<file path="src/sv/hse_pkg.sv">
`default_nettype none

package hse_pkg;

  localparam int unsigned DataW = 32;

  typedef struct packed {
    logic signed [DataW-1:0] value;
    logic                    last_in;
  } hse_in_t;

  typedef struct packed {
    logic signed [DataW-1:0] sorted_value;
    logic                    last_out;
    logic                    overflow;
  } hse_out_t;

endpackage

`default_nettype wire

</file>
<file path="src/sv/heap_sort_engine.sv">
`default_nettype none

// Heapsort engine. Values are written one per transfer (start while busy is low) into a
// MAX_ITEMS-entry value RAM; the transfer with last_in set starts the sort, or with fewer
// than two values goes straight to the results. Values past capacity are dropped and
// flagged on every result of the set. The sort runs on a two-port RAM (one read and one
// write per cycle, registered read): a heap level of a sift-down reads the left child,
// reads the right child if the node has one, and writes the larger child or the held
// value into the hole; a build step reads the node first, a root extraction swaps the root
// with the last heap entry, and a sift-down that stops at a leaf ends with a write of the
// held value. The results leave one per cycle on result_o, marked by res_strobe_o,
// smallest first. The receiver cannot stall them. busy stays high from the last transfer
// until the final result read is issued, and no value is taken while it is high.
module heap_sort_engine #(
  parameter int unsigned MAX_ITEMS = 64
) (
  input  wire logic             clk_i,
  input  wire logic             rst_ni,
  input  wire logic             start,
  output      logic             busy,
  input  wire hse_pkg::hse_in_t item_i,
  output      logic             res_strobe_o,
  output      hse_pkg::hse_out_t result_o
);

  localparam int unsigned AW = (MAX_ITEMS > 1) ? $clog2(MAX_ITEMS) : 1;
  localparam int unsigned CW = $clog2(MAX_ITEMS + 1);
  localparam int unsigned DW = hse_pkg::DataW;

  localparam logic [3:0] ST_IDLE = 4'd0;
  localparam logic [3:0] ST_TOP  = 4'd1;
  localparam logic [3:0] ST_HELD = 4'd2;
  localparam logic [3:0] ST_CHK  = 4'd3;
  localparam logic [3:0] ST_RDL  = 4'd4;
  localparam logic [3:0] ST_RDR  = 4'd5;
  localparam logic [3:0] ST_DEC  = 4'd6;
  localparam logic [3:0] ST_SW0  = 4'd7;
  localparam logic [3:0] ST_SW1  = 4'd8;
  localparam logic [3:0] ST_SW2  = 4'd9;
  localparam logic [3:0] ST_EMIT = 4'd10;

  localparam logic PH_BUILD   = 1'b0;
  localparam logic PH_EXTRACT = 1'b1;

  logic signed [DW-1:0] mem [MAX_ITEMS];
  logic signed [DW-1:0] rdata_q;
  logic                 we;
  logic [AW-1:0]        wa, ra;
  logic signed [DW-1:0] wd;

  logic [3:0]           state_q, state_d;
  logic                 phase_q, phase_d;
  logic [CW-1:0]        count_q, count_d;
  logic                 ovf_q, ovf_d;
  logic [AW-1:0]        i_q, i_d;
  logic [AW-1:0]        hole_q, hole_d;
  logic [AW-1:0]        end_q, end_d;
  logic [AW-1:0]        child_q, child_d;
  logic [AW-1:0]        bigidx_q, bigidx_d;
  logic [AW-1:0]        k_q, k_d;
  logic signed [DW-1:0] held_q, held_d;
  logic signed [DW-1:0] big_q, big_d;
  logic signed [DW-1:0] cl_q, cl_d;
  logic signed [DW-1:0] t0_q, t0_d;
  logic                 out_v_q, out_v_d;
  logic                 out_last_q, out_last_d;
  logic                 out_ovf_q, out_ovf_d;

  logic                 accept;
  logic [CW-1:0]        n_new;
  logic [AW:0]          child_w;
  logic                 sd_done;

  assign accept  = start && !busy;
  assign busy    = (state_q != ST_IDLE);
  assign child_w = {hole_q, 1'b1};
  assign n_new   = (count_q < CW'(MAX_ITEMS)) ? count_q + CW'(1) : count_q;

  always_ff @(posedge clk_i) begin
    if (we) begin
      mem[wa] <= wd;
    end
    rdata_q <= mem[ra];
  end

  always_comb begin
    state_d    = state_q;
    phase_d    = phase_q;
    count_d    = count_q;
    ovf_d      = ovf_q;
    i_d        = i_q;
    hole_d     = hole_q;
    end_d      = end_q;
    child_d    = child_q;
    bigidx_d   = bigidx_q;
    k_d        = k_q;
    held_d     = held_q;
    big_d      = big_q;
    cl_d       = cl_q;
    t0_d       = t0_q;
    out_v_d    = 1'b0;
    out_last_d = out_last_q;
    out_ovf_d  = out_ovf_q;
    we         = 1'b0;
    wa         = hole_q;
    wd         = held_q;
    ra         = i_q;
    sd_done    = 1'b0;

    unique case (state_q)
      ST_IDLE: begin
        if (accept) begin
          if (count_q < CW'(MAX_ITEMS)) begin
            we      = 1'b1;
            wa      = count_q[AW-1:0];
            wd      = item_i.value;
            count_d = count_q + CW'(1);
          end else begin
            ovf_d = 1'b1;
          end
          if (item_i.last_in) begin
            count_d = n_new;
            if (n_new < CW'(2)) begin
              k_d     = '0;
              state_d = ST_EMIT;
            end else begin
              phase_d = PH_BUILD;
              i_d     = AW'((n_new >> 1) - CW'(1));
              end_d   = AW'(n_new - CW'(1));
              state_d = ST_TOP;
            end
          end
        end
      end
      ST_TOP: begin
        ra      = i_q;
        hole_d  = i_q;
        state_d = ST_HELD;
      end
      ST_HELD: begin
        held_d  = rdata_q;
        state_d = ST_CHK;
      end
      ST_CHK: begin
        if (child_w > {1'b0, end_q}) begin
          we      = 1'b1;
          wa      = hole_q;
          wd      = held_q;
          sd_done = 1'b1;
        end else begin
          ra      = child_w[AW-1:0];
          child_d = child_w[AW-1:0];
          state_d = ST_RDL;
        end
      end
      ST_RDL: begin
        cl_d = rdata_q;
        if (child_q < end_q) begin
          ra      = child_q + AW'(1);
          state_d = ST_RDR;
        end else begin
          big_d    = rdata_q;
          bigidx_d = child_q;
          state_d  = ST_DEC;
        end
      end
      ST_RDR: begin
        if (cl_q < rdata_q) begin
          big_d    = rdata_q;
          bigidx_d = child_q + AW'(1);
        end else begin
          big_d    = cl_q;
          bigidx_d = child_q;
        end
        state_d = ST_DEC;
      end
      ST_DEC: begin
        we = 1'b1;
        wa = hole_q;
        if (held_q < big_q) begin
          wd      = big_q;
          hole_d  = bigidx_q;
          state_d = ST_CHK;
        end else begin
          wd      = held_q;
          sd_done = 1'b1;
        end
      end
      ST_SW0: begin
        ra      = '0;
        state_d = ST_SW1;
      end
      ST_SW1: begin
        t0_d    = rdata_q;
        ra      = i_q;
        state_d = ST_SW2;
      end
      ST_SW2: begin
        held_d  = rdata_q;
        we      = 1'b1;
        wa      = i_q;
        wd      = t0_q;
        hole_d  = '0;
        end_d   = i_q - AW'(1);
        state_d = ST_CHK;
      end
      ST_EMIT: begin
        ra         = k_q;
        out_v_d    = 1'b1;
        out_ovf_d  = ovf_q;
        out_last_d = (CW'(k_q) + CW'(1) == count_q);
        k_d        = k_q + AW'(1);
        if (CW'(k_q) + CW'(1) == count_q) begin
          count_d = '0;
          ovf_d   = 1'b0;
          state_d = ST_IDLE;
        end
      end
      default: begin
        state_d = ST_IDLE;
      end
    endcase

    if (sd_done) begin
      if (phase_q == PH_BUILD) begin
        if (i_q == '0) begin
          phase_d = PH_EXTRACT;
          i_d     = end_q;
          state_d = ST_SW0;
        end else begin
          i_d     = i_q - AW'(1);
          state_d = ST_TOP;
        end
      end else begin
        if (i_q == AW'(1)) begin
          k_d     = '0;
          state_d = ST_EMIT;
        end else begin
          i_d     = i_q - AW'(1);
          state_d = ST_SW0;
        end
      end
    end
  end

  always_ff @(posedge clk_i or negedge rst_ni) begin
    if (!rst_ni) begin
      state_q <= ST_IDLE;
      phase_q <= PH_BUILD;
      count_q <= '0;
      ovf_q   <= 1'b0;
      out_v_q <= 1'b0;
    end else begin
      state_q <= state_d;
      phase_q <= phase_d;
      count_q <= count_d;
      ovf_q   <= ovf_d;
      out_v_q <= out_v_d;
    end
  end

  always_ff @(posedge clk_i) begin
    i_q        <= i_d;
    hole_q     <= hole_d;
    end_q      <= end_d;
    child_q    <= child_d;
    bigidx_q   <= bigidx_d;
    k_q        <= k_d;
    held_q     <= held_d;
    big_q      <= big_d;
    cl_q       <= cl_d;
    t0_q       <= t0_d;
    out_last_q <= out_last_d;
    out_ovf_q  <= out_ovf_d;
  end

  assign res_strobe_o          = out_v_q;
  assign result_o.sorted_value = rdata_q;
  assign result_o.last_out     = out_last_q;
  assign result_o.overflow     = out_ovf_q;

endmodule

`default_nettype wire
</file>
<file path="config.mk">
export PLATFORM = sky130hd
export DESIGN_NAME = heap_sort_engine
export DESIGN_NICKNAME = d
export VERILOG_FILES = /design/src/sv/hse_pkg.sv /design/src/sv/heap_sort_engine.sv
export SDC_FILE = /design/constraint.sdc
export NUM_CORES = 2
export LEC_CHECK = 0
export BUFFER_PORTS_ARGS = -buffer_cell sky130_fd_sc_hd__buf_2
export CAP_MARGIN = 5
export CORE_ASPECT_RATIO = 1.25
export CORE_MARGIN = 2
export CORE_UTILIZATION = 60
export CTS_CLUSTER_SIZE = 20
export DETAILED_ROUTE_END_ITERATION = 12
export PLACE_DENSITY_LB_ADDON = 0.05
export SYNTH_ARGS = -nofsm -noshare
export SYNTH_HDL_FRONTEND = slang
export SYNTH_SLANG_ARGS = --single-unit
</file>
<file path="constraint.sdc">
create_clock -name clk_i -period 5.6 [get_ports clk_i]
set_input_delay 0.28 -clock clk_i [delete_from_list [all_inputs] [get_ports clk_i]]
set_output_delay 0.28 -clock clk_i [all_outputs]
set_load 0.02 [all_outputs]
</file>
==> flow_metrics.env <==
export IMPL_cp_required_ns=6.33
export IMPL_seq_area_frac_synth_pct=76.5
export IMPL_antenna_found_initial=7
export IMPL_overflow=0
export IMPL_cp_data_arrival_time_ns=5.63
export IMPL_synth_edf_count=2201
export IMPL_sw_frac_of_total_pct=18.8
export IMPL_synth_seq_cells=2259
export IMPL_drv_slew=0
export IMPL_grt_pass1_wl_um=328000
export IMPL_path_buf_inv=3
export IMPL_placed_cells=6175
export IMPL_yosysWarnings=0
export IMPL_synthAdderAreaFrac_pct=1.14
export IMPL_initial_core_util_pct=60.3
export IMPL_finalWorstSetupSlack_ns=0.697
export IMPL_cts_buffer_depth=3
export IMPL_drtPass1Iterations=6
export IMPL_finalHoldViolCount=0
export IMPL_setup_tns_ns=0
export IMPL_power_internal_uw=26100
export IMPL_regArea_um2=67300
export IMPL_fp_dieH_um=432
export IMPL_min_path_type="in -> reg"
export IMPL_cts_root_buffer="clkbuf_16"
export IMPL_yosys_mux_area_fraction_pct=13.6
export IMPL_yosysUniqueCellTypes=64
export IMPL_power_leakage_uw=0.0239
export IMPL_crit_path_start_kind="flop"
export IMPL_instances_no_fill=6564
export IMPL_synth_xor_area_share_pct=0.299
export IMPL_nFillCells=9172
export IMPL_skew_ns=0.0266
export IMPL_insertion_delay_ns=0.85
export IMPL_grt_max_degree=74
export IMPL_multi_input_area_um2=20200
export IMPL_grt_setup_unrepaired="no"
export IMPL_crit_fanout=17
export IMPL_synth_compound_area_share_pct=4.34
export IMPL_period_minus_slack_ns=4.90
export IMPL_crit_type="reg -> reg"
export IMPL_worst_slew_pin_slew_ns=1.24
export IMPL_dp_hpwl_um=135000
export IMPL_final_nets=4596
export IMPL_p_total_uw=32200
export IMPL_synth_main_ff_cell="edfxtp_1"
export IMPL_core_area_um2=146000
export IMPL_crit_slowest_cell="nor2_1"
export IMPL_io_buffers=71
export IMPL_wire_per_inst_um=35.1
export IMPL_first_global_vias=44800
export IMPL_die_area_um2=150000
export IMPL_clkSinkCount=2259
export IMPL_synth_fp_nets=4321
export IMPL_route_vias_total=45000
export IMPL_cts_clk_slew_worst_paths_ns=0.06
export IMPL_final_common_cell="edfxtp_1"
export IMPL_max_freq_mhz=204
export IMPL_drv_cap=0
export IMPL_layout_common_cells="edfxtp_1 (2201), mux4_2 (512), o22ai_1 (264)"
export IMPL_cp_cell_sequence="ha_1 -> a211o_1 -> a31oi_1 -> a21oi_1 -> nor2_1 -> a221o_4 -> buf_12 -> buf_12 -> buf_4 -> mux4_2 -> o22ai_1 -> or4_1 -> nor2_1"
export IMPL_critPathCaptureType="flop"
export IMPL_power_per_cell_area_nw_per_um2=322
export IMPL_path_delay_family="compound AO/OA/AOI/OAI gates"
export IMPL_ios=72
export IMPL_htree_levels=4
export IMPL_final_setup_viol_count=0
export IMPL_syn_area_per_cell_um2=20.9
export IMPL_outcome="finished clean"
export IMPL_track_usage_pct=31.3
export IMPL_drive_gt1_share_pct=26.4
export IMPL_syn_area_um2=88000
export IMPL_place_gp_congestion=0.903
export IMPL_synth_top_family_by_area="multiplexers"
export IMPL_peakVddDrop_mv=0.355
export IMPL_cts_buffers=207
export IMPL_slowest_delay_ns=0.68
export IMPL_p_clk_share_pct=43.3
export IMPL_num_rows=157
export IMPL_min_period_over_period_pct=87.6
export IMPL_async_reset_ff_share_pct=0.620
export IMPL_drc=0
export IMPL_area_growth_pct=13.6
export IMPL_synthSimpleGateAreaFrac_pct=2.28
export IMPL_wl_um=230000
export IMPL_cts_setup_buffers=0
export IMPL_sequentialPowerShare_pct=56.7
export IMPL_dr_first_iter_drc_count=5370
export IMPL_net_switching_power_uw=6060
export IMPL_comb_power_share_pct=0.1
export IMPL_cts_tree="built"
export IMPL_viasPerCell=6.85
export IMPL_die_width_um=347
export IMPL_dp_slack_ns=0.700
export IMPL_ant_nets=0
export IMPL_slew_headroom_pct=17.1
export IMPL_postSynthCellCount=4205
export IMPL_hold_ws_ns=0.177
-- sequential cells by signal, summed over array words and instances, names as in the netlist, 7 cells and up --
name and cells:
count_q 7, rdata_q 32, mem 2048, held_q 32
cl_q 32, t0_q 32, big_q 32
-- layout make-up --
cell class / count / share of cell area (%)
sequential: 2259 / 67.4
multi-input combinational: 1642 / 20.2
clock buffer: 282 / 5.66
timing repair buffer: 286 / 3.06
tap: 1908 / 2.39
clock inverter: 99 / 1.00
inverter: 84 / 0.315
antenna: 4 / 0.0100
-- metrics by stage --
stage          util [%]  area, um^2
5_1_grt            68.5      100000
3_3_place_gp       63.9       93300
6_report           68.5      100000
3_5_place_dp       63.9       93300
4_1_cts            68.5       99900
2_1_floorplan         -       88000
-- worst min-delay path, delay by kind of cell --
family / cells / cell delay, ns
buf+inv: 2 / 0.31
compound gates: 2 / 0.24
-- synthesized netlist by cell type (all sizes together) (31+ instances only) --
library cell     n  area (um^2)
edfxtp        2201        66100
mux4           512        11500
o22ai          264         1650
nor2           147          552
clkbuf         135          507
a21oi          108          544
buf             85          753
inv             84          315
ha              80         1000
or4             66          495
o21ai           60          300
nand2           56          210
dfxtp           44          881
mux2            34          383
a221o           33          330
a2bb2oi         31          272
-- per-layer routing --
layer / up-vias / GRT usage (%) / share of wire, % / routed length [um]
met4: 2 / 10.4 / 3.5 / 8060
met1: 24100 / 42.8 / 38 / 88100
met2: 2137 / 52.2 / 50 / 116000
li1: 18300 / - / - / -
met5: - / 0 / 0.0056 / 13
met3: 352 / 5.23 / 7.8 / 17900
-- logic make-up after synthesis --
| family | after synthesis |
|---|---|
| AO/OA/AOI/OAI | 587 |
| XOR/XNOR | 30 |
| adder cells (fa/ha/maj) | 80 |
| buffers and inverters | 304 |
| flip-flops | 2259 |
| multiplexers | 555 |
| AND/OR/NAND/NOR | 390 |
-- power groups by stage --
stage / Combinational, uW / Clock [uW] / Sequential (uW)
after floorplan: 0.320 / 0 / 18600
after global placement: 18.1 / 0 / 18600
after detailed placement: 18.1 / 0 / 18600
after CTS: 20.4 / 14100 / 18300
after global routing: 21.6 / 14700 / 18200
final: 20.6 / 13900 / 18300
-- worst paths after layout --
check | start | to | slack [ns] | depth (start not counted)
min reg2reg | ovf_q$_DFFE_PN0P_ | out_ovf_q$_DFFE_PP_ | 0.49 | 0
max reg2reg | hole_q[4]$_DFFE_PP_ | rdata_q[30]$_DFF_P_ | 0.70 | 13
min in group asynchronous | rst_ni | state_q[1]$_DFFE_PN0P_ | 0.55 | 3
min | item_i[7] | mem[24][6]$_DFFE_PP_ | 0.18 | 4
max in group asynchronous | rst_ni | count_q[1]$_DFFE_PN0P_ | 4.59 | 3
max | hole_q[4]$_DFFE_PP_ | rdata_q[30]$_DFF_P_ | 0.70 | 13
-- repair_timing --
| item | 4_1_cts | 5_1_grt |
|---|---|---|
| resized for setup | 0 | 0 |
| hold endpoints to repair | 16 | 0 |
| hold buffers | 4 | 0 |
Power figures use the tool's default switching activity.
